`src/i2w_pkg.sv`:
```
// ----------------------------------------------------------------------------
// i2w_pkg: shared types and helpers for integer_to_word_tokens
// Word token codes, the front-to-back queue entry and digit helpers.
// ----------------------------------------------------------------------------
package i2w_pkg;

   localparam int VALUE_W     = 31;
   localparam int WORD_W      = 5;
   localparam int GROUPS      = 4;
   localparam int GROUP_W     = 10;
   localparam int HUND_W      = 4;
   localparam int REST_W      = 7;
   localparam int SLOTS       = 5;
   localparam int SLOT_W      = 3;
   localparam int GIDX_W      = 2;
   localparam int DIV_STEPS   = 3;

   // floor(x / 1000) = ((x >> 3) * RECIP_125) >> RECIP_SHIFT for 28-bit x >> 3
   localparam int QIN_W       = 28;
   localparam int RECIP_W     = 29;
   localparam int PROD_W      = QIN_W + RECIP_W;
   localparam int RECIP_SHIFT = 35;
   localparam int QUOT_W      = PROD_W - RECIP_SHIFT;
   localparam logic [RECIP_W-1:0] RECIP_125 = 29'd274877907;
   localparam logic [VALUE_W-1:0] GROUP_BASE = 31'd1000;

   localparam int QUEUE_DEPTH = 2;
   localparam int QUEUE_PTR_W = 1;
   localparam int QUEUE_CNT_W = 2;

   localparam logic [WORD_W-1:0] WORD_ZERO     = 5'd0;
   localparam logic [WORD_W-1:0] TENS_BASE     = 5'd18;
   localparam logic [WORD_W-1:0] WORD_HUNDRED  = 5'd28;
   localparam logic [WORD_W-1:0] WORD_THOUSAND = 5'd29;
   localparam logic [WORD_W-1:0] WORD_MILLION  = 5'd30;
   localparam logic [WORD_W-1:0] WORD_BILLION  = 5'd31;

   localparam logic [SLOT_W-1:0] SLOT_HUND_DIGIT = 3'd0;
   localparam logic [SLOT_W-1:0] SLOT_HUND_WORD  = 3'd1;
   localparam logic [SLOT_W-1:0] SLOT_TENS       = 3'd2;
   localparam logic [SLOT_W-1:0] SLOT_ONES       = 3'd3;
   localparam logic [SLOT_W-1:0] SLOT_SCALE      = 3'd4;

   localparam logic [GIDX_W-1:0] GRP_UNIT     = 2'd0;
   localparam logic [GIDX_W-1:0] GRP_THOUSAND = 2'd1;
   localparam logic [GIDX_W-1:0] GRP_MILLION  = 2'd2;
   localparam logic [GIDX_W-1:0] GRP_BILLION  = 2'd3;

   typedef enum logic [1:0] {
      FS_IDLE,
      FS_MUL,
      FS_DIV,
      FS_PUSH
   } front_state_type;

   typedef struct packed {
      logic                             zero;
      logic [GROUPS-1:0]                nz;
      logic [GROUPS-1:0][HUND_W-1:0]    hund;
      logic [GROUPS-1:0][REST_W-1:0]    rest;
   } i2w_entry_type;

   function automatic logic [HUND_W-1:0] hund_digit(input logic [GROUP_W-1:0] g);
      logic [HUND_W-1:0] h;
      h = '0;
      for (int k = 1; k < 10; k++) begin
         if (g >= GROUP_W'(k * 100)) h = HUND_W'(k);
      end
      return h;
   endfunction

   function automatic logic [REST_W-1:0] hund_rest(input logic [GROUP_W-1:0] g);
      logic [GROUP_W-1:0] p;
      p = GROUP_W'(hund_digit(g)) * GROUP_W'(100);
      return REST_W'(g - p);
   endfunction

   function automatic logic [HUND_W-1:0] tens_digit(input logic [REST_W-1:0] r);
      logic [HUND_W-1:0] t;
      t = '0;
      for (int k = 1; k < 10; k++) begin
         if (r >= REST_W'(k * 10)) t = HUND_W'(k);
      end
      return t;
   endfunction

   function automatic logic [HUND_W-1:0] tens_rest(input logic [REST_W-1:0] r);
      logic [REST_W-1:0] p;
      p = REST_W'(tens_digit(r)) * REST_W'(10);
      return HUND_W'(r - p);
   endfunction

endpackage

```
`src/i2w_back.sv`:
```
// ----------------------------------------------------------------------------
// i2w_back: word token emission
// Walks the nonzero groups of one entry, billion first, and emits one word
// token per cycle unless the response stalls, into a registered result stage.
// ----------------------------------------------------------------------------
module i2w_back (
   input  logic                          clock,
   input  logic                          reset,
   input  logic                          pop_valid,
   output logic                          pop_ready,
   input  i2w_pkg::i2w_entry_type        pop_entry,
   output logic                          rsp_valid,
   input  logic                          rsp_ready,
   output logic [i2w_pkg::WORD_W-1:0]    rsp_word,
   output logic                          rsp_last
);

   logic                              busy_ff, busy_in;
   logic                              rsp_valid_ff, rsp_valid_in;
   logic [i2w_pkg::WORD_W-1:0]        rsp_word_ff, rsp_word_in;
   logic                              rsp_last_ff, rsp_last_in;
   i2w_pkg::i2w_entry_type            entry_ff, entry_in;
   logic [i2w_pkg::GIDX_W-1:0]        gi_ff, gi_in;
   logic [i2w_pkg::SLOT_W-1:0]        slot_ff, slot_in;

   logic [i2w_pkg::HUND_W-1:0]        h;
   logic [i2w_pkg::REST_W-1:0]        r;
   logic [i2w_pkg::HUND_W-1:0]        tens;
   logic [i2w_pkg::HUND_W-1:0]        ones;
   logic [i2w_pkg::SLOTS-1:0]         valid_slot;
   logic [i2w_pkg::SLOTS-1:0]         avail;
   logic [i2w_pkg::SLOT_W-1:0]        cur;
   logic                              found;
   logic                              more;
   logic [i2w_pkg::GROUPS-1:0]        lower_nz;
   logic [i2w_pkg::GIDX_W-1:0]        next_gi;
   logic [i2w_pkg::GIDX_W-1:0]        top_gi;
   logic [i2w_pkg::WORD_W-1:0]        tok_word;
   logic                              tok_last;
   logic                              adv;
   logic                              load;

   assign h    = entry_ff.hund[gi_ff];
   assign r    = entry_ff.rest[gi_ff];
   assign tens = i2w_pkg::tens_digit(r);
   assign ones = i2w_pkg::tens_rest(r);

   always_comb begin
      valid_slot[i2w_pkg::SLOT_HUND_DIGIT] = (h != '0);
      valid_slot[i2w_pkg::SLOT_HUND_WORD]  = (h != '0);
      valid_slot[i2w_pkg::SLOT_TENS]       = (r != '0);
      valid_slot[i2w_pkg::SLOT_ONES]       = (r >= i2w_pkg::REST_W'(20)) && (ones != '0);
      valid_slot[i2w_pkg::SLOT_SCALE]      = (gi_ff != i2w_pkg::GRP_UNIT);
   end

   always_comb begin
      cur   = '0;
      found = 1'b0;
      more  = 1'b0;
      for (int i = 0; i < i2w_pkg::SLOTS; i++) begin
         avail[i] = valid_slot[i] && (i2w_pkg::SLOT_W'(i) >= slot_ff);
         if (avail[i]) begin
            if (!found) begin
               cur   = i2w_pkg::SLOT_W'(i);
               found = 1'b1;
            end else begin
               more = 1'b1;
            end
         end
      end
   end

   always_comb begin
      next_gi = '0;
      top_gi  = '0;
      for (int g = 0; g < i2w_pkg::GROUPS; g++) begin
         lower_nz[g] = entry_ff.nz[g] && (i2w_pkg::GIDX_W'(g) < gi_ff);
         if (lower_nz[g]) next_gi = i2w_pkg::GIDX_W'(g);
         if (pop_entry.nz[g]) top_gi = i2w_pkg::GIDX_W'(g);
      end
   end

   always_comb begin
      case (cur)
         i2w_pkg::SLOT_HUND_DIGIT: tok_word = i2w_pkg::WORD_W'(h);
         i2w_pkg::SLOT_HUND_WORD:  tok_word = i2w_pkg::WORD_HUNDRED;
         i2w_pkg::SLOT_TENS: begin
            tok_word = (r < i2w_pkg::REST_W'(20)) ? i2w_pkg::WORD_W'(r) :
                       i2w_pkg::TENS_BASE + i2w_pkg::WORD_W'(tens);
         end
         i2w_pkg::SLOT_ONES:       tok_word = i2w_pkg::WORD_W'(ones);
         i2w_pkg::SLOT_SCALE: begin
            case (gi_ff)
               i2w_pkg::GRP_THOUSAND: tok_word = i2w_pkg::WORD_THOUSAND;
               i2w_pkg::GRP_MILLION:  tok_word = i2w_pkg::WORD_MILLION;
               i2w_pkg::GRP_BILLION:  tok_word = i2w_pkg::WORD_BILLION;
               default:               tok_word = i2w_pkg::WORD_ZERO;
            endcase
         end
         default:                  tok_word = i2w_pkg::WORD_ZERO;
      endcase
      if (entry_ff.zero) tok_word = i2w_pkg::WORD_ZERO;
   end

   assign tok_last  = entry_ff.zero || (!more && (lower_nz == '0));
   assign adv       = busy_ff && (!rsp_valid_ff || rsp_ready);
   assign pop_ready = !busy_ff || (adv && tok_last);
   assign load      = pop_valid && pop_ready;

   always_comb begin
      busy_in      = busy_ff;
      rsp_valid_in = rsp_valid_ff;
      rsp_word_in  = rsp_word_ff;
      rsp_last_in  = rsp_last_ff;
      entry_in     = entry_ff;
      gi_in        = gi_ff;
      slot_in      = slot_ff;
      if (rsp_valid_ff && rsp_ready) rsp_valid_in = 1'b0;
      if (adv) begin
         rsp_valid_in = 1'b1;
         rsp_word_in  = tok_word;
         rsp_last_in  = tok_last;
         if (tok_last) begin
            busy_in = 1'b0;
         end else if (more) begin
            slot_in = cur + 1'b1;
         end else begin
            gi_in   = next_gi;
            slot_in = '0;
         end
      end
      if (load) begin
         busy_in  = 1'b1;
         entry_in = pop_entry;
         gi_in    = top_gi;
         slot_in  = '0;
      end
   end

   always_ff @(posedge clock) begin
      if (reset) begin
         busy_ff      <= 1'b0;
         rsp_valid_ff <= 1'b0;
      end else begin
         busy_ff      <= busy_in;
         rsp_valid_ff <= rsp_valid_in;
      end
   end

   always_ff @(posedge clock) begin
      rsp_word_ff <= rsp_word_in;
      rsp_last_ff <= rsp_last_in;
      entry_ff    <= entry_in;
      gi_ff       <= gi_in;
      slot_ff     <= slot_in;
   end

   assign rsp_valid = rsp_valid_ff;
   assign rsp_word  = rsp_word_ff;
   assign rsp_last  = rsp_last_ff;

   a_group_nonzero: assert property (@(posedge clock) disable iff (reset)
      busy_ff && !entry_ff.zero |-> entry_ff.nz[gi_ff])
      else $error("walking a zero group");

   a_slot_found: assert property (@(posedge clock) disable iff (reset)
      busy_ff && !entry_ff.zero |-> found)
      else $error("no word left in current group");

endmodule

```
`config.mk`:
```
export PLATFORM = sky130hd
export DESIGN_NAME = i2w_back
export DESIGN_NICKNAME = d
export VERILOG_FILES = /design/src/i2w_pkg.sv /design/src/i2w_back.sv
export SDC_FILE = /design/constraint.sdc
export NUM_CORES = 1
export LEC_CHECK = 0
export BUFFER_PORTS_ARGS = -buffer_cell sky130_fd_sc_hd__buf_4
export CORE_UTILIZATION = 40
export DETAILED_ROUTE_END_ITERATION = 8
export REMOVE_ABC_BUFFERS = 1
export SLEW_MARGIN = 40
export SYNTH_ARGS = -nofsm -noshare
export SYNTH_HDL_FRONTEND = slang
export SYNTH_SLANG_ARGS = --single-unit
```
`constraint.sdc`:
```
create_clock -name clock -period 8.5 [get_ports clock]
set_clock_uncertainty 0.2 [all_clocks]
set_input_delay 0.425 -clock clock [delete_from_list [all_inputs] [get_ports clock]]
set_output_delay 0.425 -clock clock [all_outputs]
set_load 0.03 [all_outputs]
```
; ---- Word-level counts from Yosys, hierarchy flattened
; Index checks and enable logic that the tools add are counted.
; Widths: inputs -> output; s select.
[classes]
bitwise_logic = 1
multipliers = 1
n_eq_ne = 9
addsub = 3
magnitude_cmp = 20
muxes = 52
reduce_logical = 33
[ops]
columns = operator, count
row1 = $mux 4, 9
row2 = $pmux 5 s5, 1
row3 = $mux 1, 22
row4 = $ge 7x6->1 const B, 3
row5 = $ge 7x7->1 const B, 3
row6 = $mux 3, 7
row7 = $mux 2, 8
row8 = $logic_and 1x1->1, 15
row9 = $pmux 5 s3, 1
row10 = $bmux 7 s2, 1
row11 = $ge 7x5->1 const B, 2
row12 = $bmux 4 s2, 1
row13 = $reduce_bool 2->1, 4
row14 = $reduce_bool 4->1, 2
row15 = $ge 7x4->1 const B, 1
row16 = $lt 7x5->1 const B, 1
row17 = $mux 7, 1
row18 = $reduce_bool 7->1, 1
row19 = $eq 3x2->1 const B, 2
row20 = $ge 1x3->1 const A, 2
row21 = $ge 2x3->1 const A, 2
row22 = $add 5x4->5 const A, 1
row23 = $mux 5, 1
row24 = $eq 2x2->1 const B, 2
row25 = other kinds (18), 26
[word_totals]
wordCells = 135
register_bits = 62
in_bits = 53
output_inout_bits = 8

; ---- Longest topological paths before layout
[depth]
word_depth = 28
depth_mapped = 21
mapped_depth_nobuf = 19

; ---- Worst setup path after synthesis
; No wires, ideal clock.
[synth_timing]
path_type = register to register
from = register gi_ff[0] in the netlist's numbering
to = register gi_ff[0] in the netlist's numbering (enable)
path_stages_with_launch = 16
synth_period_minus_slack_ns = 5.477
slack_ns = 3.023
t_required_ns = 7.997
setup_time_ns = 0.303
t_arrival_ns = 4.974
path_buffers = 2
path_cell_list = edfxtp_1 -> buf_6 -> mux4_2 -> buf_6 -> nor2b_1 -> a32oi_1 -> o211a_1 -> ha_1 -> fa_1 -> or3_1 -> o211ai_2 -> xnor2_1 -> a2111oi_4 -> nor4_2 -> nor3b_4 -> a31o_1
[synth_via]
elab_chain_cells = 28
word_cells_on_any_way = 65
cone_classes = add/sub: 1 / mul: 1 / order compare: 13 / eq/ne: 2 / mux: 25 / reduce/logical: 23
[synth_rtl]
columns = item, line_no
row1 = from (decl), i2w_back.sv:23  ; logic [i2w_pkg::GIDX_W-1:0] gi_ff, gi_in;
row2 = from (signal assigned), i2w_back.sv:154  ; gi_ff <= gi_in;
row3 = $bmux 7 s2, i2w_back.sv:44  ; assign r = entry_ff.rest[gi_ff];
row4 = $mux 7 (implied by the code), i2w_back.sv:44
row5 = $ge 7x4->1, i2w_pkg.sv:82  ; if (r >= REST_W'(k * 10)) t = HUND_W'(k);
row6 = $mux 1, i2w_pkg.sv:82
row7 = $mux 4 (8 in series), i2w_pkg.sv:82
row8 = $mul 4x3->3, i2w_pkg.sv:89  ; p = REST_W'(tens_digit(r)) * REST_W'(10);
row9 = $sub 4x4->4, i2w_pkg.sv:90  ; return HUND_W'(r - p);
row10 = $reduce_bool 4->1, i2w_back.sv:52  ; valid_slot[i2w_pkg::SLOT_ONES] = (r >= i2w_pkg::REST_W'(20)) && (ones != '0);
row11 = [5 not listed], n/a
row12 = $logic_not 1->1, i2w_back.sv:105  ; assign tok_last = entry_ff.zero || (!more && (lower_nz == '0));
row13 = $logic_and 1x1->1, i2w_back.sv:105
row14 = $logic_or 1x1->1, i2w_back.sv:105
row15 = $logic_and 1x1->1, i2w_back.sv:107  ; assign pop_ready = !busy_ff || (adv && tok_last);
row16 = $logic_or 1x1->1, i2w_back.sv:107
row17 = $logic_and 1x1->1, i2w_back.sv:108  ; assign load = pop_valid && pop_ready;
row18 = $ne 2x1->1 (no source line) / $reduce_bool 2->1 (equally long branches), n/a
row19 = $reduce_and 3->1 (no source line) (*), n/a
; Mark *: on every way between the ends. The rest lies on a longest branch, timed or not. The select of a mux whose other input is x is not followed.
; A chain may end at the register's enable or synchronous reset.

; ---- Worst setup path after layout
[layout_timing]
from = register gi_ff[0] in the netlist's numbering
to = register rsp_word_ff (netlist bit rsp_word[4]), data pin
[layout_via]
elab_chain_cells = 22
word_cells_on_any_way = 59
cone_classes = add/sub: 2 / mul: 1 / order compare: 10 / eq/ne: 7 / mux: 28 / reduce/logical: 11
[layout_rtl]
columns = item, line_no
row1 = $bmux 7 s2, i2w_back.sv:44
row2 = $mux 7 (implied by the code), i2w_back.sv:44
row3 = $ge 7x4->1, i2w_pkg.sv:82
row4 = $mux 1, i2w_pkg.sv:82
row5 = $mux 4 (8 in series), i2w_pkg.sv:82
row6 = $mul 4x3->3, i2w_pkg.sv:89
row7 = $sub 4x4->4, i2w_pkg.sv:90
row8 = $reduce_bool 4->1, i2w_back.sv:52
row9 = $logic_and 1x1->1, i2w_back.sv:52
row10 = $logic_and 1x1->1, i2w_back.sv:61  ; avail[i] = valid_slot[i] && (i2w_pkg::SLOT_W'(i) >= slot_ff);
row11 = $mux 3 / $mux 1 (equally long branches), i2w_back.sv:62  ; if (avail[i]) begin
row12 = $mux 3, i2w_back.sv:63  ; if (!found) begin
row13 = $mux 3, i2w_back.sv:62
row14 = $eq 3x3->1 (tied with other cells), i2w_back.sv:84  ; case (cur)
row15 = $pmux 5 s5 (*), i2w_back.sv:84
row16 = to (signal assigned), i2w_back.sv:151  ; rsp_word_ff <= rsp_word_in;
row17 = to (decl), i2w_back.sv:20  ; logic [i2w_pkg::WORD_W-1:0] rsp_word_ff, rsp_word_in;
; Marks and branches as above.

==> metrics.csv <==
metric,value,unit
status,finished clean,
mostFrequentLayoutCell,buf_4,
yosys_register_bits,61,
synthFlopType,edfxtp_1,
power.total,0.8146,mW
synth_top_area_share,54.13,%
grt_overflow,0,
cts_tree,done,
yosysSeqAreaShare,57.35,%
core-area,7370,µm²
drt-total-wl,5.936,mm
rsz0062_at_grt,false,
fin_setup_tns,0,ns
startpoint,gi_ff[0],
fin_crit_sh,64.70,%
leakage,1.411,nW
antenna_cells,0,
clk_latency,0.33,ns
ctsResizeCount,0,
worst_pin_slew,0.7151,ns
grt_max_degree,55,
clock-sinks,61,
io-pin-count,61,
endpoint_kind,flip-flop,
synth.largest_area_cell,edfxtp_1,
yosysWarnings,0,
cts_setup_buffers,0,
hold_path_class,in2reg,
numCtsBuffers,9,
synth_edf_count,56,
fin_area,3819,µm²
vias,2160,
ctsHoldBuffers,0,
start_util,42.16,%
slew_violations,0,
clk_pin_slew,0.07,ns
vias_per_cell,5.347,
gp_congestion,0.8180,
die_w,90.13,µm
wl_per_cell,14.69,µm
numPortBuffers,60,
slew_headroom,52.32,%
async_reset_ff_share,0,%
grt_pass1_vias,2099,
drv_cap,0,
hold_ws,0.05456,ns
p_per_area,213.3,nW/µm²
dpl_cell_area,3664,µm²
cp.required,8.37,ns
grt_antenna_before_repair,0,
fmax,181.8,MHz
hpwlAfterDp,4.346,mm
synth_area_leaders,"edfxtp_1, mux4_2, dfxtp_1",
drive_gt1_share,31.80,%
die_h,90.13,µm
area_delta_synth_final,22.92,%
cp.arrival,5.36,ns
vdd_drop_max,0.1382,mV
synthCells,236,
timing.rr.start,gi_ff[0],
syn_area,3107,µm²
ctsHtreeMaxLevel,3,
drt_first_pass_iters,4,
clockRootBuffer,clkbuf_8,
avgSynthCellArea,13.16,µm²
layout_min_cycle_time,5.499,ns
row_count,31,
crit_type,reg2reg,
die-area,8123,µm²
grt_pass1_wl,10.04,mm
min-delay-start,reset,
fin_nets,362,
start_kind,flip-flop,
clk_path_buf_depth,2,
final_core_util,51.82,%
ys_types,53,
ant_nets,0,
setup_viol,0,
first_iter_violations,188,
final-hold-violation-count,0,
grtUsageTotal,15.98,%
final_cell_mix,"buf_4, edfxtp_1, nor2_1",
route.detailed.drc,0,
path_max_fanout,13,
## report_power, final
| part | switching [mW] | internal, mW | leakage (nW) | total [mW] |
|---|---|---|---|---|
| combinational | 0.135 | 0.0998 | 0.758 | 0.234 |
| sequential | 0.0124 | 0.360 | 0.579 | 0.373 |
| clock | 0.107 | 0.100 | 0.0736 | 0.208 |
## per-layer routing
metal	up-vias	share of wire (%)	routed length (µm)	GRT usage, %
li1	1054	-	-	-
met1	1019	47	2815	21.42
met2	80	46	2710	23.92
met3	7	5.5	325	4.569
met4	0	1.4	85	7.392
met5	-	0	0	0
## state kept, by name, indices dropped and copies added (netlist names)
| signal | cells |
|---|---|
| rsp_last | 1 |
| rsp_valid | 1 |
| busy_ff | 1 |
| entry_ff | 48 |
| slot_ff | 3 |
| gi_ff | 2 |
| rsp_word | 5 |
## worst max-delay path, cell delays in order (launching register included)
cell,delay [ns]
edfxtp_1,0.50
buf_6,0.20
buf_6,0.15
mux4_2,0.64
xnor2_1,0.21
a32oi_1,0.07
o211a_1,0.26
ha_1,0.20
fa_1,0.39
or3_1,0.39
o211ai_2,0.15
xnor2_1,0.16
o21a_1,0.27
a22oi_1,0.31
inv_1,0.12
ha_1,0.22
ha_1,0.24
o31ai_2,0.43
a211oi_1,0.09
## per-stage QoR
step / instances / worst slack [ns]
2_1_floorplan: 227 / 2.676
3_3_place_gp: 387 / 2.909
3_5_place_dp: 389 / 3.021
4_1_cts: 404 / 2.991
5_1_grt: 404 / 2.676
6_report: 404 / 3.001
## worst paths after layout
kind                       to  slack [ns]  cells past startpoint
setup reg to reg  rsp_word[4]        3.00                     18
hold / removal      rsp_valid        0.05                      2
setup / recovery  rsp_word[4]        3.00                     18
hold reg to reg     rsp_valid        0.31                      2
## synth_stat cells, drive strengths merged, types with 4 or more instances
cell type  count
a21oi          7
a22oi          6
a31oi          5
a32oi          4
buf            6
dfxtp          5
edfxtp        56
ha             7
inv           12
mux4          11
nand2         14
nand2b         4
nand3          8
nor2          21
nor2b          4
nor3           5
o21ai         15
o31ai          4
## logic make-up (layout without fill, tap and decap cells)
kind of cell    Yosys count  after routing  synth area share (%)
simple gates             67             67                 11.32
flops                    61             61                 57.35
compound gates           60             60                 14.22
buf+inv                  21             90                 3.141
mux                      16             16                 9.666
fa+ha+maj                 8              8                 3.463
xor+xnor                  3              3                0.8459
## area by class of cell
type	instances	area (µm²)
multi-input cells	154	1232
well taps	99	123.9
clock buffers	9	123.9
inverters	12	45.04
repair buffers	63	480.5
flip-flops and latches	61	1782
clock inverters	6	31.28
fillers	669	3551
Note: power is estimated with default switching activity, not from simulation.
