`src/i2w_pkg.sv`:
```
// ----------------------------------------------------------------------------
// i2w_pkg: shared types and helpers for integer_to_word_tokens
// Word token codes, the front-to-back queue entry and digit helpers.
// ----------------------------------------------------------------------------
package i2w_pkg;

   localparam int VALUE_W     = 31;
   localparam int WORD_W      = 5;
   localparam int GROUPS      = 4;
   localparam int GROUP_W     = 10;
   localparam int HUND_W      = 4;
   localparam int REST_W      = 7;
   localparam int SLOTS       = 5;
   localparam int SLOT_W      = 3;
   localparam int GIDX_W      = 2;
   localparam int DIV_STEPS   = 3;

   // floor(x / 1000) = ((x >> 3) * RECIP_125) >> RECIP_SHIFT for 28-bit x >> 3
   localparam int QIN_W       = 28;
   localparam int RECIP_W     = 29;
   localparam int PROD_W      = QIN_W + RECIP_W;
   localparam int RECIP_SHIFT = 35;
   localparam int QUOT_W      = PROD_W - RECIP_SHIFT;
   localparam logic [RECIP_W-1:0] RECIP_125 = 29'd274877907;
   localparam logic [VALUE_W-1:0] GROUP_BASE = 31'd1000;

   localparam int QUEUE_DEPTH = 2;
   localparam int QUEUE_PTR_W = 1;
   localparam int QUEUE_CNT_W = 2;

   localparam logic [WORD_W-1:0] WORD_ZERO     = 5'd0;
   localparam logic [WORD_W-1:0] TENS_BASE     = 5'd18;
   localparam logic [WORD_W-1:0] WORD_HUNDRED  = 5'd28;
   localparam logic [WORD_W-1:0] WORD_THOUSAND = 5'd29;
   localparam logic [WORD_W-1:0] WORD_MILLION  = 5'd30;
   localparam logic [WORD_W-1:0] WORD_BILLION  = 5'd31;

   localparam logic [SLOT_W-1:0] SLOT_HUND_DIGIT = 3'd0;
   localparam logic [SLOT_W-1:0] SLOT_HUND_WORD  = 3'd1;
   localparam logic [SLOT_W-1:0] SLOT_TENS       = 3'd2;
   localparam logic [SLOT_W-1:0] SLOT_ONES       = 3'd3;
   localparam logic [SLOT_W-1:0] SLOT_SCALE      = 3'd4;

   localparam logic [GIDX_W-1:0] GRP_UNIT     = 2'd0;
   localparam logic [GIDX_W-1:0] GRP_THOUSAND = 2'd1;
   localparam logic [GIDX_W-1:0] GRP_MILLION  = 2'd2;
   localparam logic [GIDX_W-1:0] GRP_BILLION  = 2'd3;

   typedef enum logic [1:0] {
      FS_IDLE,
      FS_MUL,
      FS_DIV,
      FS_PUSH
   } front_state_type;

   typedef struct packed {
      logic                             zero;
      logic [GROUPS-1:0]                nz;
      logic [GROUPS-1:0][HUND_W-1:0]    hund;
      logic [GROUPS-1:0][REST_W-1:0]    rest;
   } i2w_entry_type;

   function automatic logic [HUND_W-1:0] hund_digit(input logic [GROUP_W-1:0] g);
      logic [HUND_W-1:0] h;
      h = '0;
      for (int k = 1; k < 10; k++) begin
         if (g >= GROUP_W'(k * 100)) h = HUND_W'(k);
      end
      return h;
   endfunction

   function automatic logic [REST_W-1:0] hund_rest(input logic [GROUP_W-1:0] g);
      logic [GROUP_W-1:0] p;
      p = GROUP_W'(hund_digit(g)) * GROUP_W'(100);
      return REST_W'(g - p);
   endfunction

   function automatic logic [HUND_W-1:0] tens_digit(input logic [REST_W-1:0] r);
      logic [HUND_W-1:0] t;
      t = '0;
      for (int k = 1; k < 10; k++) begin
         if (r >= REST_W'(k * 10)) t = HUND_W'(k);
      end
      return t;
   endfunction

   function automatic logic [HUND_W-1:0] tens_rest(input logic [REST_W-1:0] r);
      logic [REST_W-1:0] p;
      p = REST_W'(tens_digit(r)) * REST_W'(10);
      return HUND_W'(r - p);
   endfunction

endpackage

```
`src/i2w_queue.sv`:
```
// ----------------------------------------------------------------------------
// i2w_queue: entry queue between front and back
// Short FIFO of split values; decouples the group split from word emission.
// ----------------------------------------------------------------------------
module i2w_queue (
   input  logic                    clock,
   input  logic                    reset,
   input  logic                    push_valid,
   output logic                    push_ready,
   input  i2w_pkg::i2w_entry_type  push_entry,
   output logic                    pop_valid,
   input  logic                    pop_ready,
   output i2w_pkg::i2w_entry_type  pop_entry
);

   i2w_pkg::i2w_entry_type mem_ff [i2w_pkg::QUEUE_DEPTH];

   logic [i2w_pkg::QUEUE_PTR_W-1:0] wr_ptr_ff, wr_ptr_in;
   logic [i2w_pkg::QUEUE_PTR_W-1:0] rd_ptr_ff, rd_ptr_in;
   logic [i2w_pkg::QUEUE_CNT_W-1:0] count_ff, count_in;

   logic do_push;
   logic do_pop;

   assign push_ready = (count_ff != i2w_pkg::QUEUE_CNT_W'(i2w_pkg::QUEUE_DEPTH));
   assign pop_valid  = (count_ff != '0);
   assign pop_entry  = mem_ff[rd_ptr_ff];
   assign do_push    = push_valid && push_ready;
   assign do_pop     = pop_valid && pop_ready;

   always_comb begin
      wr_ptr_in = wr_ptr_ff;
      rd_ptr_in = rd_ptr_ff;
      count_in  = count_ff;
      if (do_push) begin
         wr_ptr_in = (wr_ptr_ff == i2w_pkg::QUEUE_PTR_W'(i2w_pkg::QUEUE_DEPTH - 1)) ?
                     '0 : wr_ptr_ff + 1'b1;
      end
      if (do_pop) begin
         rd_ptr_in = (rd_ptr_ff == i2w_pkg::QUEUE_PTR_W'(i2w_pkg::QUEUE_DEPTH - 1)) ?
                     '0 : rd_ptr_ff + 1'b1;
      end
      if (do_push && !do_pop) count_in = count_ff + 1'b1;
      if (do_pop && !do_push) count_in = count_ff - 1'b1;
   end

   always_ff @(posedge clock) begin
      if (reset) begin
         wr_ptr_ff <= '0;
         rd_ptr_ff <= '0;
         count_ff  <= '0;
      end else begin
         wr_ptr_ff <= wr_ptr_in;
         rd_ptr_ff <= rd_ptr_in;
         count_ff  <= count_in;
      end
   end

   always_ff @(posedge clock) begin
      if (do_push) mem_ff[wr_ptr_ff] <= push_entry;
   end

   a_count_bound: assert property (@(posedge clock) disable iff (reset)
      count_ff <= i2w_pkg::QUEUE_CNT_W'(i2w_pkg::QUEUE_DEPTH))
      else $error("queue count beyond depth");

endmodule

```
`config.mk`:
```
export PLATFORM = sky130hd
export DESIGN_NAME = i2w_queue
export DESIGN_NICKNAME = d
export VERILOG_FILES = /design/src/i2w_pkg.sv /design/src/i2w_queue.sv
export SDC_FILE = /design/constraint.sdc
export NUM_CORES = 1
export LEC_CHECK = 0
export ABC_AREA = 1
export BUFFER_PORTS_ARGS = -buffer_cell sky130_fd_sc_hd__buf_2
export CAP_MARGIN = 5
export CORE_MARGIN = 2
export CORE_UTILIZATION = 24
export DETAILED_ROUTE_END_ITERATION = 8
export GPL_TIMING_DRIVEN = 0
export MAX_ROUTING_LAYER = met4
export PLACE_DENSITY = 0.42
export SYNTH_ARGS = -nofsm -noshare
export SYNTH_HDL_FRONTEND = slang
export SYNTH_SLANG_ARGS = --single-unit
```
`constraint.sdc`:
```
create_clock -name clock -period 4.7 [get_ports clock]
set_input_delay 0.705 -clock clock [delete_from_list [all_inputs] [get_ports clock]]
set_output_delay 0.705 -clock clock [all_outputs]
set_load 0.01 [all_outputs]
```
After elaboration in Yosys (flattened, before gate mapping) --
Memory sizes are Yosys's and may differ from the RTL's. A register that Yosys moved wholly into a read port is not among the register bits. Index checks and enable logic that the tools add are counted.
Storage, ports and cells: register bits 4, bits in latches 0, memories kept 1, output and inout bits 51, memory bits (writable) 98, memory bits (read-only) 0
Memory list:
- mem_ff | words 2, width 49, read ports 1, clocked after memory_dff 1, wr ports 1, RTL line i2w_queue.sv:16 | i2w_pkg::i2w_entry_type mem_ff [i2w_pkg::QUEUE_DEPTH];
Operators by class: shift-type cells 0, reductions and logical operators 8, order comparisons 0, bitwise operators 0, add/subtract/negate cells 4, multipliers 0, muxes and demuxes 8, div/mod/pow operators 0, eq/ne operators 1
Operators with widths (count):
- $mux W1 | 6
- $logic_and A1 B1 Y1 | 4
- $mux W2 | 2
- $reduce_bool A2 Y1 | 2
- $add A1 B1 Y1 const B | 2
- $add A2 B1 Y2 const B | 1
- $logic_not A1 Y1 | 2
- $ne A2 B2 Y1 const B | 1
- $sub A2 B1 Y2 const B | 1

Longest topological paths before layout --
Gate-level depths: netlist (run 1).
word-level depth 6, gate-level depth with buffers 10, depth with buffers taken out 10

Worst setup path after synthesis (run 1) --
No wires, ideal clock.
path kind input-to-reg, start point input push_valid, end point memory mem_ff[0][0] (netlist name) (enable), buffers on the path 0, required time 4244 ps, path slack 1384 ps, arrival 2860 ps, library setup time 456 ps, stages on the path 2, cells stage by stage nand2_1 nor2_1
On the way: cells in the longest elaborated chain, start to end 3
Ends and longest elaborated chain:
- start: declaration | RTL line i2w_queue.sv:8 | input logic push_valid,
- $logic_and A1 B1 Y1 | RTL line i2w_queue.sv:28 | assign do_push = push_valid && push_ready;
- $mux W1 | RTL line i2w_queue.sv:60 | if (do_push) mem_ff[wr_ptr_ff] <= push_entry;
- $mux W1 (implied by the code) | RTL line i2w_queue.sv:60
- end: declaration | RTL line i2w_queue.sv:16
Every way passes these cells.

==> impl_summary.log, run 1 <==
INFO  metric cp-end-kind = primary output
INFO  metric whs = 506 ps
INFO  metric htreeDepth = 3
INFO  metric globalRouteOverflowTotal = 0
INFO  metric switching_share = 0.253
INFO  metric finalCriticalPeriod = 2280 ps
INFO  metric critical_path.top_delay_family = buffers and inverters
INFO  metric post-layout-total-power = 2.36 mW
INFO  metric grt.total_usage = 0.0913
INFO  metric synth_seq_cells = 103
INFO  metric finalMaxSlewViolations = 0
INFO  metric setup_violations = 0
INFO  metric synth_area_per_cell = 20.1 sq um
INFO  metric maximum_operating_frequency = about 0.44 GHz
INFO  metric finalHoldViolCount = 0
INFO  metric cts_root_buffer = clkbuf_16
INFO  metric via_count = 2012
INFO  metric antenna_found_initial = 0
INFO  metric post-route-worst-setup-slack = 2420 ps
INFO  metric detailedPlacementHpwl = 4770 um
INFO  metric register_area_share_after_synthesis = 0.796
INFO  metric outcome = finished clean
INFO  metric slew_at_the_pin_closest_to_its_max_slew_limit = 842 ps
INFO  metric final_min_period_over_clock_period = 0.486
INFO  metric grt_pass1_wl = 10600 um
INFO  metric finalClockSkew = 5.59 ps
INFO  metric initial_utilization = 0.243
INFO  metric static-leakage-power = 1.84 nW
INFO  metric clock_pin_slew_of_the_registers_on_the_worst_case_setup_and_hold_paths = 60 ps
INFO  metric cts_tree = built
INFO  metric mappedNetlistNets = 244
INFO  metric drt-vias-per-instance = 3.82
INFO  metric flow.area_growth_from_synthesis = 29.6%
INFO  metric crit_path_max_incr_delay = 400 ps
INFO  metric critical_path.slowest_cell = dfxtp_1
INFO  metric fp.dieH = 130 um
INFO  metric critPathBufInv = 3
INFO  metric crit_chain = buf_6, buf_8, mux2_4, buf_2
INFO  metric drive_above_1_share = 0.559
INFO  metric switchingPower = between 0.5 and 0.6 mW
INFO  metric number_of_global_route_vias_before_repair = 2067
INFO  metric clockPowerShare = 0.310
INFO  metric synth_area = around 0.0038 sq mm
INFO  metric worstPathMaxFanout = 10
INFO  metric pwr_density_cell = 476 mW/mm^2
INFO  metric clock_sinks = approximately 100
INFO  metric route.antenna.remaining_nets = 0
INFO  metric min_path_type = reg -> reg
INFO  metric grt_setup_unrepaired = no
INFO  metric power.sequential.fraction = 0.487
INFO  metric final_common_cell = buf_2
INFO  metric place_worst_setup_slack = 2370 ps
INFO  metric worstPathArrival = 1580 ps
INFO  metric ctsResizeCount = 0
INFO  metric die_area = about 0.017 sq mm
INFO  metric timing.critical_path.required = 3990 ps
INFO  metric timing.setup.critical_path_class = reg -> out
INFO  metric detailedRoute.firstIterationViolations = 70
INFO  metric placement.io_buffers = 103
INFO  metric wire_per_inst = 13.6 um
INFO  metric irDropWorstVdd = 0.000172 V
INFO  metric drt_wl_total = 7180 um
INFO  metric clkLatencyLatePin = 350 ps
INFO  metric gp_congestion = 0.657
INFO  metric slew_headroom = 0.437
INFO  metric mostFrequentLayoutCells = buf_2, edfxtp_1, mux2_2
INFO  metric max-clock-path-buffers = 2
INFO  metric final_util = 0.315
INFO  metric row_count = between 40 and 50
INFO  metric power_report.internal_total = 1.76 mW
INFO  metric die_w = 130 um
INFO  metric power.combinational.fraction = 0.203
INFO  metric layout.nets = 360
INFO  metric cts_hold_buffers = 0
INFO  metric synthesis.instances = 190
INFO  metric ys_types = 14
INFO  metric yosysWarningCount = 0
INFO  metric maxCapViolations = 0
INFO  metric grt_start_max_net_pins = 26
INFO  metric cts_inserted_buffers = 9
INFO  metric worst_setup_path_start_kind = register
INFO  metric fillers = 1557
INFO  metric cts.repair_timing.setup_buffer_count = 0
INFO  metric i_o_pin_cnt = between 100 and 150
INFO  metric insertedDiodeCount = 0
INFO  metric drc = 0
INFO  metric coreArea = approximately 0.016 sq mm
INFO  metric detail_route.first_pass.iterations = 4
## cells by family (layout without fill, tap and decap cells)
logic type | count (synthesis) | in the layout | synth area share
AOI/OAI and AO/OA | 5 | 5 | 0.00655
adders and majority gates | 1 | 1 | 0.00327
buffers and inverters | 13 | 134 | 0.0206
DFF | 103 | 103 | 0.796
muxes | 49 | 49 | 0.154
and+or+nand+nor | 19 | 19 | 0.0193
## metrics by stage
stage          std cells  cell area (sq um)  setup TNS (ps)
2_1_floorplan        190               3820               0
3_3_place_gp         509               4610          -31590
3_5_place_dp         511               4660               0
4_1_cts              527               4950               0
5_1_grt              527               4950               0
6_report             527               4950               0
## area by class of cell
class	instances	area, sq um	share of cell area
multi-input combinational	74	716	0.144
clock buffer	10	229	0.0462
tap	216	270	0.0546
timing repair buffer	105	556	0.112
clock inverter	6	61.3	0.0124
sequential	103	3040	0.614
buffer	5	48.8	0.00985
inverter	8	30.0	0.00606
## flip-flops by register name (all words and copies together) (netlist names), named ones only
name and cells:
mem_ff 98, wr_ptr_ff 1, rd_ptr_ff 1, count_ff 2
## power groups by stage
stage / Combinational (mW) / Clock, mW / Sequential, mW
2_1_floorplan: 0.300 / 0 / 1.17
3_3_place_gp: 0.477 / 0 / 1.18
3_5_place_dp: 0.495 / 0 / 1.17
4_1_cts: 0.497 / 0.766 / 1.15
5_1_grt: 0.527 / 0.796 / 1.16
6_report: 0.478 / 0.729 / 1.15
## per-layer routing
metal / up-vias / track usage / share of wire / wire (um)
li1: 958 / - / - / -
met1: 973 / 0.0993 / 0.42 / 2980
met2: 68 / 0.144 / 0.49 / 3540
met3: 13 / 0.0320 / 0.064 / 459
met4: 0 / 0.0550 / 0.027 / 195
met5: - / - / 0 / 0
## cells in the mapped netlist
cell / number / share of area
buf_8: 1 / 0.0039
ha_1: 1 / 0.0033
nand4_1: 1 / 0.0016
dfxtp_1: 5 / 0.026
a21oi_1: 2 / 0.0026
inv_1: 8 / 0.0079
mux2_2: 39 / 0.11
nor2_1: 10 / 0.0098
buf_4: 3 / 0.0059
edfxtp_1: 98 / 0.77
mux2_4: 10 / 0.039
nand2_1: 8 / 0.0079
buf_6: 1 / 0.0029
o21ai_0: 3 / 0.0039
## tightest hold or removal path: cells and delay by family (launching register included)
family,cells,cell delay [ps]
flops,1,330
simple gates,2,140
## path summary, 6_finish.rpt
kind	startpoint	end	slack (ps)	cells past startpoint
worst max-delay path	register	pop_entry[22]	2420	4
worst min-delay path	rd_ptr_ff$_SDFFE_PP0P_	register	510	2
worst max register to register	count_ff[0]$_SDFFE_PP0P_	mem_ff[0][18]$_DFFE_PP_	2670	5
worst min register to register	rd_ptr_ff$_SDFFE_PP0P_	register	510	2
(Power assumes the default switching activity.)
==> run 2, diff against run 1 <==
- PLACE_DENSITY: 0.42 -> 0.43
- clock period: 4.7 -> 2.1 ns (I/O delays scaled with it)
==> impl_summary.log, run 2 (synthesis gave the netlist of run 1 again) <==
INFO  metric row_count = 46 (unchanged)
INFO  metric antenna_found_initial = 0 (unchanged)
INFO  metric finalClockSkew = 4.24 ps (-1.35 ps)
INFO  metric end_of_the_worst_hold_path = mem_ff[1][37]$_DFFE_PP_
INFO  metric clkLatencyLatePin = 350 ps (about the same)
INFO  metric min_path_type = in -> reg
INFO  metric slew_at_the_pin_closest_to_its_max_slew_limit = 774 ps (-68.4 ps)
INFO  metric cts_tree = built
INFO  metric grt_setup_unrepaired = no
INFO  metric final_min_period_over_clock_period = 0.910
INFO  metric irDropWorstVdd = 0.000413 V (+140%)
INFO  metric placement.io_buffers = 103 (unchanged)
INFO  metric grt_start_max_net_pins = 29 (+12%)
INFO  metric pwr_density_cell = 1090 mW/mm^2 (+130%)
INFO  metric largest_register_ffs = 98 (unchanged)
INFO  metric cts_inserted_buffers = 9 (unchanged)
INFO  metric fp.dieH = 130 um (unchanged)
INFO  metric power.sequential.fraction = 0.475 (-0.012)
INFO  metric timing.critical_path.depth = 5 (+1)
INFO  metric layout.nets = 360 (unchanged)
INFO  metric post-layout-total-power = 5.40 mW (+130%)
INFO  metric clock_pin_slew_of_the_registers_on_the_worst_case_setup_and_hold_paths = 70 ps (about the same)
INFO  metric switching_share = 0.249 (-0.00390)
INFO  metric outcome = finished clean
INFO  metric route.antenna.remaining_nets = 0 (unchanged)
INFO  metric finalMaxSlewViolations = 0 (unchanged)
INFO  metric place_area = 0.00466 sq mm (unchanged)
INFO  metric mostFrequentLayoutCells = buf_2, edfxtp_1, mux2_2
INFO  metric coreArea = 0.0157 sq mm (unchanged)
INFO  metric htreeDepth = 3 (unchanged)
INFO  metric drt_wl_total = 7230 um (+0.67%)
INFO  metric detailedRoute.firstIterationViolations = 99 (+41%)
INFO  metric die_w = 130 um (unchanged)
INFO  metric place_worst_setup_slack = 55.9 ps (-2310 ps)
INFO  metric i_o_pin_cnt = 104 (unchanged)
INFO  metric slew_headroom = 0.483 (+0.0457)
INFO  metric worstHoldStart = push_entry[37]
INFO  metric crit_path_max_incr_delay = 610 ps (+210 ps)
INFO  metric timing.reg2reg.worst_path_depth = 5 (unchanged)
INFO  metric drt-vias-per-instance = 3.87 (+1.5%)
INFO  metric critical_path.slowest_cell = nor2_4
INFO  metric finalHoldViolCount = 0 (unchanged)
INFO  metric maxCapViolations = 0 (unchanged)
INFO  metric worstPathMaxFanout = 28 (+18)
INFO  metric fin_setup_tns = 0 ps (unchanged)
INFO  metric layout_top_registers = mem_ff: 98 flops, count_ff: 2 flops
INFO  metric finalCriticalPeriod = 1910 ps
INFO  metric initial_utilization = 0.243 (unchanged)
INFO  metric timing.setup.critical_path_class = reg -> reg
INFO  metric cts.repair_timing.setup_buffer_count = 0 (unchanged)
INFO  metric clock_sinks = 103 (unchanged)
INFO  metric power_report.internal_total = 4.05 mW (+130%)
INFO  metric timing.critical_path.required = 2150 ps (-1840 ps)
INFO  metric clockPowerShare = 0.326 (+0.016)
INFO  metric worstPathArrival = 1960 ps (+380 ps)
INFO  metric die_area = 0.0170 sq mm (unchanged)
INFO  metric via_count = 2038 (+1.3%)
INFO  metric cts_root_buffer = clkbuf_16
INFO  metric crit_chain = inv_1, nand2_1, nand2_2, nor2_4, buf_12
INFO  metric post_route_cell_area = 0.00498 sq mm (+0.45%)
INFO  metric detail_route.first_pass.iterations = 4 (unchanged)
INFO  metric critPathBufInv = 2 (-1)
INFO  metric whs = 150 ps (-356 ps)
INFO  metric gp_congestion = 0.629 (-4.3%)
INFO  metric globalRouteOverflowTotal = 0 (unchanged)
INFO  metric number_of_global_route_vias_before_repair = 2129 (+3.0%)
INFO  metric worst-r2r-setup-slack = 190 ps (-2480 ps)
INFO  metric drive_above_1_share = 0.568 (+0.00826)
INFO  metric timing.rr.end = mem_ff[1][26]$_DFFE_PP_
INFO  metric drc = 0 (unchanged)
INFO  metric maximum_operating_frequency = 0.523 GHz
INFO  metric grt_pass1_wl = 10900 um (+2.2%)
INFO  metric switchingPower = 1.35 mW (+130%)
INFO  metric cell_count_of_the_worst_hold_path = 1 (-1)
INFO  metric setup_violations = 0 (unchanged)
INFO  metric critical_path.top_delay_family = simple AND/OR/NAND/NOR gates
INFO  metric wire_per_inst = 13.7 um (+0.86%)
INFO  metric post-route-worst-setup-slack = 188 ps (-2230 ps)
INFO  metric cp-end-kind = register
INFO  metric insertedDiodeCount = 0 (unchanged)
INFO  metric worst_setup_path_start_kind = register
INFO  metric regToRegStartpoint = count_ff[0]$_SDFFE_PP0P_
INFO  metric power.combinational.fraction = 0.200 (-0.003)
INFO  metric grt.total_usage = 0.0913 (about the same)
INFO  metric flow.area_growth_from_synthesis = 30.2%
INFO  metric detailedPlacementHpwl = 4690 um (-1.7%)
INFO  metric static-leakage-power = 1.86 nW (+0.84%)
INFO  metric max-clock-path-buffers = 2 (unchanged)
INFO  metric regMostFlops = mem_ff
INFO  metric final_common_cell = buf_2
run 2: cell count changes in the layout (fill, tap and decap cells not counted):
cell        delta
bufinv_16      +1
clkbuf_1       -1
clkinv_1       -1
clkinv_2       +1
clkinv_4       -1
clkinvlp_4     -1
inv_6          +1
nand2_1        -1
nand2_2        +1
run 2: per-layer routing:
metal  GRT usage  wire (um)  vias to the layer above
met5           -          0                        -
met4      0.0569        184                        0
met3      0.0303        474                       11
met2       0.139       3430                       66
met1       0.104       3130                     1008
li1            -          -                      953
run 2: power groups by stage:
| stage | Sequential, mW | Clock (mW) | Combinational, mW |
|---|---|---|---|
| 2_1_floorplan | 2.60 | 0 | 0.674 |
| 3_3_place_gp | 2.62 | 0 | 1.07 |
| 3_5_place_dp | 2.61 | 0 | 1.11 |
| 4_1_cts | 2.57 | 1.83 | 1.12 |
| 5_1_grt | 2.59 | 1.89 | 1.19 |
| 6_report | 2.57 | 1.76 | 1.08 |
run 2: worst max path at each step:
| stage | start | end |
|---|---|---|
| 2_1_floorplan | count_ff[0]$_SDFFE_PP0P_ | mem_ff[0][0]$_DFFE_PP_ |
| 3_3_place_gp | count_ff[0]$_SDFFE_PP0P_ | mem_ff[1][30]$_DFFE_PP_ |
| 3_5_place_dp | count_ff[0]$_SDFFE_PP0P_ | mem_ff[1][26]$_DFFE_PP_ |
| 4_1_cts | count_ff[0]$_SDFFE_PP0P_ | mem_ff[1][26]$_DFFE_PP_ |
| 5_1_grt | count_ff[0]$_SDFFE_PP0P_ | mem_ff[0][19]$_DFFE_PP_ |
| 6_report | count_ff[0]$_SDFFE_PP0P_ | mem_ff[1][26]$_DFFE_PP_ |
run 2: worst reg2reg max path, stage by stage (launching register included):
cell,delay [ps]
dfxtp_1,350
inv_1,100
nand2_1,130
nand2_2,120
nor2_4,610
buf_12,280
run 2: area by class of cell:
type                            instances  area [sq um]
Timing Repair Buffer                  105           556
Buffer                                  5          48.8
Inverter                                8          30.0
Multi-Input combinational cell         74           718
Clock buffer                            9           225
Fill cell                            1571         10700
Tap cell                              216           270
Clock inverter                          6          85.1
Sequential cell                       103          3040
run 2: stage by stage:
step | std cells | utilization
after floorplan | 190 | -
after global placement | 509 | 0.294
after detailed placement | 511 | 0.297
after CTS | 526 | 0.317
after global routing | 526 | 0.317
final | 526 | 0.317
run 2: repair_timing:
action,CTS,global route
hold buffers,0,0
hold endpoints to repair,0,0
endpoints found under the setup margin,0,56
resized for setup,0,1
==> run 3, diff against run 2 <==
- ABC_AREA: 1 -> not set
- HOLD_SLACK_MARGIN: not set -> 0.1
==> impl_summary.log, run 3 <==
INFO  metric power_report.internal_total = 4.37 mW (+7.8%)
INFO  metric regMostFlops = mem_ff
INFO  metric timing.critical_path.required = 1780 ps (-370 ps)
INFO  metric busiest_layer = met2
INFO  metric post-route-worst-setup-slack = 162 ps (-26.9 ps)
INFO  metric slew_at_the_pin_closest_to_its_max_slew_limit = 665 ps (-108 ps)
INFO  metric finalClockSkew = 4.30 ps (+0.0565 ps)
INFO  metric cts_root_buffer = clkbuf_16
INFO  metric cp-end-kind = primary output
INFO  metric wire_per_inst = 14.9 um (+8.5%)
INFO  metric netlist_top_cells_count = edfxtp_1, mux2_2, dfxtp_1, buf_2, nor2_1
INFO  metric finalHoldViolCount = 0 (unchanged)
INFO  metric setup_violations = 0 (unchanged)
INFO  metric placement.io_buffers = 103 (unchanged)
INFO  metric register_area_share_after_synthesis = 0.813 (+0.0165)
INFO  metric min_path_type = in -> reg
INFO  metric met2_usage = 0.152 (+0.0130)
INFO  metric grt_pass1_wl = 10800 um (-0.44%)
INFO  metric drive_above_1_share = 0.603 (+0.0350)
INFO  metric detailedRoute.firstIterationViolations = 93 (-6.1%)
INFO  metric static-leakage-power = 1.78 nW (-4.4%)
INFO  metric fillers = 1551 (-1.3%)
INFO  metric drt_wl_total = 7230 um (unchanged)
INFO  metric worstPathMaxFanout = 10 (-64%)
INFO  metric synth_async_sr_flop_share = 0 (unchanged)
INFO  metric synth.top_cells.by_area = edfxtp_1, mux2_2, dfxtp_1
INFO  metric cts_hold_buffers = 0 (unchanged)
INFO  metric layout_top_registers = mem_ff: 98 flops, count_ff: 2 flops
INFO  metric timing.setup.critical_path_class = reg -> out
INFO  metric switching_share = 0.268 (+0.0190)
INFO  metric synth_area_per_cell = 21.3 sq um (+5.8%)
INFO  metric finalCriticalPeriod = 1940 ps (+26.9 ps)
INFO  metric clock_sinks = 103 (unchanged)
INFO  metric fp.dieH = 129 um (-0.99%)
INFO  metric maximum_operating_frequency = 0.516 GHz (-1.4%)
INFO  metric mappedNetlistNets = 230 (-5.7%)
INFO  metric htreeDepth = 3 (unchanged)
INFO  metric post-synth-top-area-cell = edfxtp_1
INFO  metric worst_setup_path_start_kind = register
INFO  metric post_route_cell_area = 0.00486 sq mm (-2.4%)
INFO  metric grt_setup_unrepaired = no
INFO  metric power.combinational.fraction = 0.259 (+0.059)
INFO  metric crit_path_max_incr_delay = 390 ps (-220 ps)
INFO  metric route.antenna.remaining_nets = 0 (unchanged)
INFO  metric irDropWorstVdd = 0.000555 V (+34%)
INFO  metric ys_types = 20 (+6)
INFO  metric place_area = 0.00452 sq mm (-3.1%)
INFO  metric maxCapViolations = 0 (unchanged)
INFO  metric synth_top_area_share = 0.786 (+0.0159)
INFO  metric worstPathArrival = 1620 ps (-340 ps)
INFO  metric post-layout-total-power = 5.97 mW (+11%)
INFO  metric mostFrequentLayoutCells = buf_2, edfxtp_1, mux2_2
INFO  metric number_of_synthesized_flops_with_an_enable_pin = 98 (unchanged)
INFO  metric detail_route.first_pass.iterations = 4 (unchanged)
INFO  metric final-instance-count-excl-fill = 485 (-7.8%)
INFO  metric power.sequential.fraction = 0.449 (-0.026)
INFO  metric globalRouteOverflowTotal = 0 (unchanged)
INFO  metric grt.total_usage = 0.0946 (+0.00336)
INFO  metric drc = 0 (unchanged)
INFO  metric finalMaxSlewViolations = 0 (unchanged)
INFO  metric initial_utilization = 0.246 (+0.00307)
INFO  metric flow.area_growth_from_synthesis = 29.7%
INFO  metric slew_headroom = 0.555 (+0.0726)
INFO  metric detailedPlacementHpwl = 4480 um (-4.5%)
INFO  metric synth_area = 0.00374 sq mm (-2.0%)
INFO  metric i_o_pin_cnt = 104 (unchanged)
INFO  metric layout.nets = 346 (-3.9%)
INFO  metric synthesis.instances = 176 (-7.4%)
INFO  metric cts.repair_timing.setup_buffer_count = 0 (unchanged)
INFO  metric max-clock-path-buffers = 2 (unchanged)
INFO  metric cts_tree = built
INFO  metric die_area = 0.0166 sq mm (-2.0%)
INFO  metric critical_path.slowest_cell = dfxtp_1
INFO  metric groute.layer.met1.usage = 0.103 (-0.000884)
INFO  metric number_of_global_route_vias_before_repair = 2050 (-3.7%)
INFO  metric drt-vias-per-instance = 4.09 (+5.7%)
INFO  metric antenna_found_initial = 0 (unchanged)
INFO  metric clkLatencyLatePin = 340 ps (about the same)
INFO  metric die_w = 129 um (-0.99%)
INFO  metric row_count = 45 (-2.2%)
INFO  metric clockPowerShare = 0.292 (-0.034)
INFO  metric whs = 157 ps (+7.16 ps)
INFO  metric synthMostInstantiatedCell = edfxtp_1
INFO  metric via_count = 1986 (-2.6%)
INFO  metric gp_congestion = 0.660 (+4.9%)
INFO  metric cts_inserted_buffers = 9 (unchanged)
INFO  metric coreArea = 0.0152 sq mm (-3.2%)
INFO  metric yosysWarningCount = 0 (unchanged)
INFO  metric crit_chain = buf_6, buf_4, mux2_2, buf_2
INFO  metric place_worst_setup_slack = -351 ps (-407 ps)
INFO  metric final_common_cell = buf_2
INFO  metric pwr_density_cell = 1230 mW/mm^2 (+13%)
INFO  metric clock_pin_slew_of_the_registers_on_the_worst_case_setup_and_hold_paths = 70 ps (about the same)
INFO  metric gr-usage-met3 = 0.0366 (+0.00625)
INFO  metric switchingPower = 1.60 mW (+19%)
INFO  metric insertedDiodeCount = 0 (unchanged)
INFO  metric final_min_period_over_clock_period = 0.923 (+0.0128)
INFO  metric synth_seq_cells = 103 (unchanged)
INFO  metric placed_cells = 468 (-8.4%)
INFO  metric grt_start_max_net_pins = 31 (+6.9%)
INFO  metric largest_register_ffs = 98 (unchanged)
INFO  metric synth_top_flop_cell = edfxtp_1
INFO  metric outcome = finished clean
==> run 3: final timing paths <==
kind,slack (ps),depth (start not counted),to,from
hold reg to reg,520,2,rd_ptr_ff$_SDFFE_PP0P_,rd_ptr_ff$_SDFFE_PP0P_
setup / recovery,160,4,pop_entry[19],register
hold / removal,160,1,mem_ff[1][5]$_DFFE_PP_,push_entry[5]
setup reg to reg,220,3,mem_ff[0][12]$_DFFE_PP_,count_ff[0]$_SDFFE_PP0P_
==> run 3: timing repair <==
item / in CTS / in global routing
resized for setup: 2 / 2
gates cloned: 1 / 0
pin swaps: 0 / 0
setup endpoints to repair: 59 / 24
==> run 3: cell type report <==
class                      count  area, sq um  area share
clock buffer                  10          229      0.0472
timing repair inverter         1         7.51     0.00155
sequential                   103         3040       0.627
timing repair buffer         104          536       0.110
buffer                         5         33.8     0.00696
multi-input combinational     67          679       0.140
tap                          188          235      0.0484
clock inverter                 6         85.1      0.0175
inverter                       1         7.51     0.00155
==> run 3: power groups by stage <==
stage	Sequential [mW]	Combinational, mW	Clock (mW)
3_5_place_dp	2.73	1.56	0
5_1_grt	2.72	1.71	1.89
2_1_floorplan	2.70	0.968	0
6_report	2.68	1.55	1.75
3_3_place_gp	2.72	1.55	0
4_1_cts	2.68	1.59	1.83
==> run 3: through the flow <==
step,util,setup TNS [ps]
floorplan,-,0
global placement,0.296,-20510
detailed placement,0.297,-17090
CTS,0.319,0
global route,0.319,0
finish,0.319,0
==> run 3: worst max-delay path: cells and delay by family, from the launching register on <==
| family | cells | cell delay, ps |
|---|---|---|
| buf+inv | 3 | 540 |
| mux | 1 | 350 |
| flops | 1 | 390 |
==> run 3: logic make-up after synthesis <==
| kind of cell | synth area share |
|---|---|
| muxes | 0.147 |
| buffers and inverters | 0.00835 |
| AOI/OAI and AO/OA | 0.00869 |
| xor gates and xnor gates | 0.00702 |
| DFF | 0.813 |
| and+or+nand+nor | 0.0127 |
| adders and majority gates | 0.00334 |
==> run 3: metal layers <==
| metal | share of wire | vias up |
|---|---|---|
| met3 | 0.056 | 11 |
| met4 | 0.018 | 0 |
| met2 | 0.49 | 68 |
| met5 | 0 | - |
| met1 | 0.44 | 986 |
| li1 | - | 921 |
